## src/hdl/ipv4_header_checker_unit_assert.svh

```systemverilog
// Assertion macros for the IPv4 header checker unit.
// Used by the top level; expects a clock named clk and a reset named rst in scope.
`ifndef IPV4_HEADER_CHECKER_UNIT_ASSERT_SVH
`define IPV4_HEADER_CHECKER_UNIT_ASSERT_SVH

// Same-cycle implication, disabled during reset.
`define IPV4HC_ASSERT_IMP(lbl, ante, cons, msg) \
  lbl: assert property (@(posedge clk) disable iff (rst) (ante) |-> (cons)) \
    else $error(msg);

// Next-cycle implication, disabled during reset.
`define IPV4HC_ASSERT_NXT(lbl, ante, cons, msg) \
  lbl: assert property (@(posedge clk) disable iff (rst) (ante) |=> (cons)) \
    else $error(msg);

`endif

```

## src/hdl/ipv4hc_pkg.sv

```systemverilog
// Shared types, constants and functions of the IPv4 header checker.
// No dependencies.
`timescale 1ns / 1ps

package ipv4hc_pkg;

  typedef enum logic [2:0] {
    VERDICT_LOCAL      = 3'd0,
    VERDICT_NOT_FOR_US = 3'd1,
    VERDICT_BAD_CSUM   = 3'd2,
    VERDICT_OPTIONS    = 3'd3,
    VERDICT_TTL_EXPIRED = 3'd4
  } verdict_t;

  localparam logic [3:0]  PLAIN_IHL      = 4'd5;
  localparam logic [15:0] CSUM_GOOD      = 16'hFFFF;
  localparam logic [4:0]  WORD_TTL_PROTO = 5'd4;
  localparam logic [4:0]  WORD_SRC_HI    = 5'd6;
  localparam logic [4:0]  WORD_SRC_LO    = 5'd7;
  localparam logic [4:0]  WORD_DST_HI    = 5'd8;
  localparam logic [4:0]  WORD_DST_LO    = 5'd9;

  typedef struct packed {
    logic        valid;
    logic [15:0] header_word;
    logic        first_word;
  } stage_item_t;

  function automatic logic [15:0] ones_add(input logic [15:0] a, input logic [15:0] b);
    logic [16:0] sum;
    sum = {1'b0, a} + {1'b0, b};
    return sum[15:0] + {15'd0, sum[16]};
  endfunction

endpackage

```

## src/hdl/ipv4hc_if.sv

```systemverilog
// Stream interfaces of the IPv4 header checker: header words in, verdicts out.
// Depends on ipv4hc_pkg for the verdict type.
`timescale 1ns / 1ps

interface ipv4hc_in_if;
  logic        valid;
  logic        ready;
  logic [15:0] header_word;
  logic        first_word;

  modport source (output valid, output header_word, output first_word, input ready);
  modport sink (input valid, input header_word, input first_word, output ready);
endinterface

interface ipv4hc_out_if;
  logic                valid;
  logic                ready;
  ipv4hc_pkg::verdict_t verdict;
  logic [7:0]          protocol_number;
  logic [31:0]         source_address;
  logic [31:0]         dest_address;

  modport source (output valid, output verdict, output protocol_number,
                  output source_address, output dest_address, input ready);
  modport sink (input valid, input verdict, input protocol_number,
                input source_address, input dest_address, output ready);
endinterface

```

## src/hdl/ipv4hc_input_reg.sv

```systemverilog
// Input register of the IPv4 header checker.
// Depends on ipv4hc_pkg and ipv4hc_in_if.
`timescale 1ns / 1ps

module ipv4hc_input_reg (
  input  logic                    clk,
  input  logic                    rst,
  ipv4hc_in_if.sink               words,
  input  logic                    advance,
  output ipv4hc_pkg::stage_item_t stage
);

  ipv4hc_pkg::stage_item_t item;

  assign words.ready = !item.valid || advance;
  assign stage       = item;

  always_ff @(posedge clk) begin
    if (rst) begin
      item.valid <= 1'b0;
    end else if (words.ready) begin
      item.valid <= words.valid;
    end
    if (words.ready && words.valid) begin
      item.header_word <= words.header_word;
      item.first_word  <= words.first_word;
    end
  end

endmodule

```

## src/hdl/ipv4hc_header_core.sv

```systemverilog
// Header state, checksum accumulation, verdict and result register.
// Depends on ipv4hc_pkg and ipv4hc_out_if.
`timescale 1ns / 1ps

module ipv4hc_header_core (
  input  logic                    clk,
  input  logic                    rst,
  input  ipv4hc_pkg::stage_item_t stage,
  input  logic [31:0]             local_address,
  output logic                    advance,
  ipv4hc_out_if.source            results
);

  logic [4:0]  word_count, word_count_next;
  logic [15:0] checksum_acc, checksum_acc_next;
  logic [3:0]  header_len_words, header_len_words_next;
  logic [7:0]  ttl_value, ttl_value_next;
  logic [7:0]  proto_value, proto_value_next;
  logic [31:0] src_addr_reg, src_addr_reg_next;
  logic [31:0] dst_addr_reg, dst_addr_reg_next;
  logic        verdict_done, verdict_done_next;

  logic                 active;
  logic                 emit;
  ipv4hc_pkg::verdict_t verdict_next;

  logic                 out_valid;
  ipv4hc_pkg::verdict_t out_verdict;
  logic [7:0]           out_protocol;
  logic [31:0]          out_source;
  logic [31:0]          out_dest;

  assign advance = !out_valid || results.ready;
  assign active  = stage.valid && advance;

  always_comb begin
    word_count_next       = word_count;
    checksum_acc_next     = checksum_acc;
    header_len_words_next = header_len_words;
    ttl_value_next        = ttl_value;
    proto_value_next      = proto_value;
    src_addr_reg_next     = src_addr_reg;
    dst_addr_reg_next     = dst_addr_reg;
    verdict_done_next     = verdict_done;
    emit                  = 1'b0;
    verdict_next          = ipv4hc_pkg::VERDICT_BAD_CSUM;

    if (stage.first_word) begin
      word_count_next       = 5'd0;
      checksum_acc_next     = 16'd0;
      ttl_value_next        = 8'd0;
      proto_value_next      = 8'd0;
      src_addr_reg_next     = 32'd0;
      dst_addr_reg_next     = 32'd0;
      header_len_words_next = stage.header_word[11:8];
      verdict_done_next     = 1'b0;
    end

    if (stage.first_word && header_len_words_next == 4'd0) begin
      emit              = 1'b1;
      verdict_done_next = 1'b1;
    end else if (!verdict_done_next) begin
      checksum_acc_next = ipv4hc_pkg::ones_add(checksum_acc_next, stage.header_word);
      case (word_count_next)
        ipv4hc_pkg::WORD_TTL_PROTO: begin
          ttl_value_next   = stage.header_word[15:8];
          proto_value_next = stage.header_word[7:0];
        end
        ipv4hc_pkg::WORD_SRC_HI: src_addr_reg_next[31:16] = stage.header_word;
        ipv4hc_pkg::WORD_SRC_LO: src_addr_reg_next[15:0]  = stage.header_word;
        ipv4hc_pkg::WORD_DST_HI: dst_addr_reg_next[31:16] = stage.header_word;
        ipv4hc_pkg::WORD_DST_LO: dst_addr_reg_next[15:0]  = stage.header_word;
        default: begin
        end
      endcase
      word_count_next = word_count_next + 5'd1;

      if (word_count_next == {header_len_words_next, 1'b0}) begin
        emit              = 1'b1;
        verdict_done_next = 1'b1;
        if (checksum_acc_next != ipv4hc_pkg::CSUM_GOOD) begin
          verdict_next = ipv4hc_pkg::VERDICT_BAD_CSUM;
        end else if (header_len_words_next != ipv4hc_pkg::PLAIN_IHL) begin
          verdict_next = ipv4hc_pkg::VERDICT_OPTIONS;
        end else if (ttl_value_next == 8'd0) begin
          verdict_next = ipv4hc_pkg::VERDICT_TTL_EXPIRED;
        end else if (dst_addr_reg_next == local_address) begin
          verdict_next = ipv4hc_pkg::VERDICT_LOCAL;
        end else begin
          verdict_next = ipv4hc_pkg::VERDICT_NOT_FOR_US;
        end
      end
    end
  end

  always_ff @(posedge clk) begin
    if (rst) begin
      word_count       <= 5'd0;
      checksum_acc     <= 16'd0;
      header_len_words <= 4'd0;
      ttl_value        <= 8'd0;
      proto_value      <= 8'd0;
      src_addr_reg     <= 32'd0;
      dst_addr_reg     <= 32'd0;
      verdict_done     <= 1'b1;
      out_valid        <= 1'b0;
    end else begin
      if (active) begin
        word_count       <= word_count_next;
        checksum_acc     <= checksum_acc_next;
        header_len_words <= header_len_words_next;
        ttl_value        <= ttl_value_next;
        proto_value      <= proto_value_next;
        src_addr_reg     <= src_addr_reg_next;
        dst_addr_reg     <= dst_addr_reg_next;
        verdict_done     <= verdict_done_next;
      end
      if (advance) begin
        out_valid <= active && emit;
      end
    end
    if (active && emit) begin
      out_verdict  <= verdict_next;
      out_protocol <= proto_value_next;
      out_source   <= src_addr_reg_next;
      out_dest     <= dst_addr_reg_next;
    end
  end

  assign results.valid           = out_valid;
  assign results.verdict         = out_verdict;
  assign results.protocol_number = out_protocol;
  assign results.source_address  = out_source;
  assign results.dest_address    = out_dest;

endmodule

```

## src/hdl/ipv4_header_checker_unit.sv

```systemverilog
// Top level of the IPv4 header checker: local address register and pipeline.
// Depends on ipv4hc_pkg, ipv4hc_if, ipv4hc_input_reg, ipv4hc_header_core
// and ipv4_header_checker_unit_assert.svh.
//
// Header words enter on the words channel, one 16-bit network-order word per
// transfer, with first_word set on the first word of each header. After the
// last of the IHL*2 words, one verdict with the protocol and both addresses
// leaves on the results channel; words after that without first_word are
// dropped. A header length of zero gives a bad-checksum verdict at once.
// The address compared with the destination must be written through cfg_wr_en
// and cfg_wr_data only while the block is idle; the block does not enforce it.
// The last header word passes through the input register and then the result
// register before its result is valid. Throughput is one word per cycle while
// the receiver takes results; the header core adds each word into the checksum
// with end-around carry.
// Reset clears the header state, empties both registers and sets the local
// address to zero. When the receiver stalls, the result register holds its
// item, the input register takes one more word only if it is empty, and ready
// then drops until the result is taken.
`timescale 1ns / 1ps

`include "ipv4_header_checker_unit_assert.svh"

module ipv4_header_checker_unit (
  input  logic         clk,
  input  logic         rst,
  ipv4hc_in_if.sink    words,
  ipv4hc_out_if.source results,
  input  logic         cfg_wr_en,
  input  logic [31:0]  cfg_wr_data
);

  logic [31:0]             local_address;
  logic                    advance;
  ipv4hc_pkg::stage_item_t stage;

  always_ff @(posedge clk) begin
    if (rst) begin
      local_address <= 32'd0;
    end else if (cfg_wr_en) begin
      local_address <= cfg_wr_data;
    end
  end

  ipv4hc_input_reg u_input_reg (
    .clk     (clk),
    .rst     (rst),
    .words   (words),
    .advance (advance),
    .stage   (stage)
  );

  ipv4hc_header_core u_header_core (
    .clk           (clk),
    .rst           (rst),
    .stage         (stage),
    .local_address (local_address),
    .advance       (advance),
    .results       (results)
  );

  `IPV4HC_ASSERT_IMP(a_stall_only_on_backpressure, !words.ready,
                     results.valid && !results.ready && stage.valid,
                     "input stalled without a held result and a held word")
  `IPV4HC_ASSERT_NXT(a_result_from_stage, !stage.valid && !results.valid,
                     !results.valid,
                     "result appeared without a word in the input register")

endmodule

```

## src/flat_wrapper.sv

```systemverilog
// flat-port wrapper written by rule: the top's interface ports become plain ports
module ipv4_header_checker_unit_flat 
  (clk, rst, cfg_wr_en, cfg_wr_data, words_valid, words_header_word, words_first_word, words_ready, results_valid, results_verdict, results_protocol_number, results_source_address, results_dest_address, results_ready);
  ipv4hc_in_if words_i ();
  ipv4hc_out_if results_i ();
  input  logic clk;
  input  logic rst;
  input  logic cfg_wr_en;
  input  logic [31:0] cfg_wr_data;
  input wire logic [$bits(words_i.valid)-1:0] words_valid;
  input wire logic [$bits(words_i.header_word)-1:0] words_header_word;
  input wire logic [$bits(words_i.first_word)-1:0] words_first_word;
  output wire logic [$bits(words_i.ready)-1:0] words_ready;
  output wire logic [$bits(results_i.valid)-1:0] results_valid;
  output wire logic [$bits(results_i.verdict)-1:0] results_verdict;
  output wire logic [$bits(results_i.protocol_number)-1:0] results_protocol_number;
  output wire logic [$bits(results_i.source_address)-1:0] results_source_address;
  output wire logic [$bits(results_i.dest_address)-1:0] results_dest_address;
  input wire logic [$bits(results_i.ready)-1:0] results_ready;
  assign words_i.valid = words_valid;
  assign words_i.header_word = words_header_word;
  assign words_i.first_word = words_first_word;
  assign words_ready = words_i.ready;
  assign results_valid = results_i.valid;
  assign results_verdict = results_i.verdict;
  assign results_protocol_number = results_i.protocol_number;
  assign results_source_address = results_i.source_address;
  assign results_dest_address = results_i.dest_address;
  assign results_i.ready = results_ready;
  ipv4_header_checker_unit u_core (.clk(clk), .rst(rst), .words(words_i), .results(results_i), .cfg_wr_en(cfg_wr_en), .cfg_wr_data(cfg_wr_data));
endmodule
```

## config.mk

```make
export PLATFORM = sky130hd
export DESIGN_NAME = ipv4_header_checker_unit_flat
export DESIGN_NICKNAME = d
export VERILOG_FILES = /design/src/hdl/ipv4hc_pkg.sv /design/src/hdl/ipv4hc_if.sv /design/src/hdl/ipv4hc_input_reg.sv /design/src/hdl/ipv4hc_header_core.sv /design/src/hdl/ipv4_header_checker_unit.sv /design/src/flat_wrapper.sv
export VERILOG_INCLUDE_DIRS = /design/src /design/src/hdl
export SDC_FILE = /design/constraint.sdc
export NUM_CORES = 1
export LEC_CHECK = 0
export BUFFER_PORTS_ARGS = -buffer_cell sky130_fd_sc_hd__buf_4
export CORE_ASPECT_RATIO = 0.8
export CORE_MARGIN = 1
export CORE_UTILIZATION = 40
export CTS_BUF_LIST = sky130_fd_sc_hd__clkbuf_8 sky130_fd_sc_hd__clkbuf_16
export CTS_CLUSTER_DIAMETER = 120
export DETAILED_ROUTE_END_ITERATION = 10
export PLACE_DENSITY = 0.64
export SYNTH_ARGS = -nofsm -noshare
export SYNTH_HDL_FRONTEND = slang
export SYNTH_HIERARCHICAL = 1
export SYNTH_SLANG_ARGS = --single-unit
```

## constraint.sdc

```tcl
create_clock -name clk -period 7.15 [get_ports clk]
set_input_delay 0.3575 -clock clk [delete_from_list [all_inputs] [get_ports clk]]
set_output_delay 0.3575 -clock clk [all_outputs]
set_load 0.01 [all_outputs]
```

==> flow_summary.toml <==
[synth]
syn_avg_cell_area_um2 = 9.26
async_flop_share_pct = 0
seq_area_frac_synth_pct = 49.3
postSynthCellCount = 1219
syn-num-nets = 1296
netlist_area_um2 = 11300
ys_ff_latch = 232
synthTopCellsByArea = "dfxtp_1 (25%), edfxtp_1 (24%), nand2_1 (5.8%)"
synth_largest_area_cell = "dfxtp_1"
netlist.area_leader.share_pct = 24.8
synthFlopType = "dfxtp_1"
synth-edff-count = 92
synth_warnings = 6
synthDistinctLibCells = 70

[critical_path]
cp_max_fo = 14
crit_top_cell = "ha_1"
path_delay_family = "compound AO/OA/AOI/OAI gates"
worst-path-buf-inv = 0
worst-endpoint-required_ns = 7.41
ff2ff_path_depth = 21
slowest_stage = "edfxtp_1"
worstSetupPathType = "reg -> reg"
slowest_delay_ns = 0.62
worst-path-stages = 21
rrSetupSlack_ns = 1.75
r2r_start = "u_core/u_input_reg/stage[0]"
end_kind = "flop"
crit_chain = "nor2b_1 > ha_1 > fa_1 > a21oi_1 > o221a_2 > nor2_1 > o41a_1 > and2_1 > o21ai_0 > nand2b_1 > ha_1 > ha_1 > nand2_1 > or4b_4 > a211oi_2 > nand4_1 > a2111oi_2 > o221ai_1 > nor4_2 > o2111ai_1 > nand2b_1"
cp-endpoint = "u_core/u_header_core/results.verdict[1]"
cp.arrival_ns = 5.66
cp-start-kind = "flop"
worst_r2r_endpoint = "u_core/u_header_core/results.verdict[1]"
cp-startpoint = "u_core/u_input_reg/stage[0]"

[global_route]
antenna_found_initial = 1
grt.total_usage_pct = 21.8
grt_pass1_vias = 8867
grt_max_degree = 84
grt-ovfl-total = 0
grt_pass1_wl_um = 49700

[floorplan]
io_pins = 131
die_h_um = 152
rows = 54
start_util_pct = 41.0
coreArea_um2 = 27500
die_width_um = 190
die_area_um2 = 28900

[place]
port_buffers = 130
gp_congestion = 0.877
placement.setup.worst_slack_ns = 1.83
dp_hpwl_um = 21400

[sta]
finalCriticalPeriod_ns = 5.40
finalCritPeriodShare_pct = 75.5
rsz0062_at_grt = "false"
slew_headroom_pct = 22.2
worst_pin_slew_ns = 1.16
timing.fmax_ghz = 0.185
hold_viol = 0
finalClockSkew_ns = 0.0169
setup_ws_ns = 1.75
tns_ns = 0
slew_violations = 0
setup_viol = 0

[drt]
first_pass_iters = 5
first_iter_violations = 1156
drc = 0
drt-wirelength-per-cell_um = 19.2
viasPerCell = 5.67
totalWireLength_um = 32400
dr_total_vias = 9571
ant_nets = 0

[cts]
cts_hold_buf = 2
cts_root_buf = "clkbuf_16"
cts_sinks = 232
clkTransAtPathRegs_ns = 0.07
postCtsSetupBuffers = 0
numCtsBuffers = 25
clockBufferDepth = 3
cts_tree = "built"
cts_resized = 0
clk_latency_ns = 0.53
cts_max_level = 1

[pwr]
power_mw = 3.05
p_per_area_nw_per_um2 = 229
ir_drop_uv = 158
total_leakage_power_nw = 5.36

[flow_run]
drv_cap = 0

[layout]
fillers = 2528
num-nets-final = 1381
layout_commonest_cell = "nand2_1"
multiInputGateArea_um2 = 5290
layout-drive-gt1-share_pct = 18.4
area_growth_pct = 17.8
seq_area_um2 = 5570
final_cell_mix = "nand2_1 (172), nor2_1 (152), buf_4 (143)"

[min_path]
holdCritPathClass = "in -> reg"

[outcome]
status = "completed"
-- report_power, final --
| part | total [mW] | internal [mW] | leakage [nW] | switching [mW] |
|---|---|---|---|---|
| logic | 0.290 | 0.114 | 2.82 | 0.176 |
| clock network | 1.29 | 0.750 | 0.417 | 0.540 |
| registers | 1.47 | 1.41 | 2.12 | 0.0554 |
-- per-layer routing --
metal / vias up / wire length, um / GRT usage [%]
met3: 59 / 2360 / 3.64
met1: 4565 / 14700 / 31.7
met2: 418 / 14500 / 33.0
li1: 4529 / - / -
met4: 0 / 811 / 6.30
met5: - / 0 / 0
-- worst min-delay path by stage --
| stage | slack [ns] | cells after the start | endpoint | from |
|---|---|---|---|---|
| global placement | 0.44 | 2 | u_core/u_header_core/checksum_acc[7] | u_core/u_header_core/checksum_acc[7] |
| finish | 0.02 | 1 | u_core/u_input_reg/stage[12] | words_header_word[11] |
| global route | 0.004 | 1 | u_core/u_input_reg/stage[13] | words_header_word[12] |
| CTS | 0.001 | 1 | u_core/u_input_reg/stage[2] | words_header_word[1] |
| detailed placement | 0.44 | 2 | u_core/u_header_core/checksum_acc[7] | u_core/u_header_core/checksum_acc[7] |
| floorplan | 0.42 | 1 | u_core/u_input_reg/stage[17] | rst |
-- cell usage after synthesis (all sizes together), types with 11 or more instances --
cell and instances:
and3 53, mux2i 35, xnor2 44, buf 14, nand2 173, ha 22, inv 18, o21ai 48
nor3 49, clkbuf 73, edfxtp 92, a21oi 65, nor2 152, nand4 11, a31o 41, nor4 16
dfxtp 140, nor2b 17, a22oi 52
-- kinds of logic after synthesis --
kind of cell / Yosys count / synth area share [%]
buffers and inverters: 105 / 3.99
muxes: 36 / 3.20
xor gates and xnor gates: 54 / 4.38
and+or+nand+nor: 516 / 21.3
AOI/OAI and AO/OA: 253 / 15.2
DFF: 232 / 49.3
adders and majority gates: 23 / 2.62
-- per-stage QoR --
step	util, %	hold WS (ns)	cell area [um^2]	instances
floorplan	-	0.420	11300	1219
finish	48.3	0.0152	13300	1688
CTS	48.3	0.00127	13300	1687
global placement	45.3	0.436	12500	1639
detailed placement	45.3	0.441	12500	1639
global route	48.3	0.00381	13300	1687
-- layout make-up --
| cell class | count | share of cell area, % |
|---|---|---|
| clock inverter | 21 | 1.48 |
| inverter | 18 | 0.508 |
| tap | 364 | 3.43 |
| antenna | 1 | 0.0188 |
| sequential | 232 | 41.9 |
| multi-input combinational | 882 | 39.8 |
| clock buffer | 25 | 4.71 |
| timing repair buffer | 145 | 8.23 |
Power figures use the tool's default switching activity.
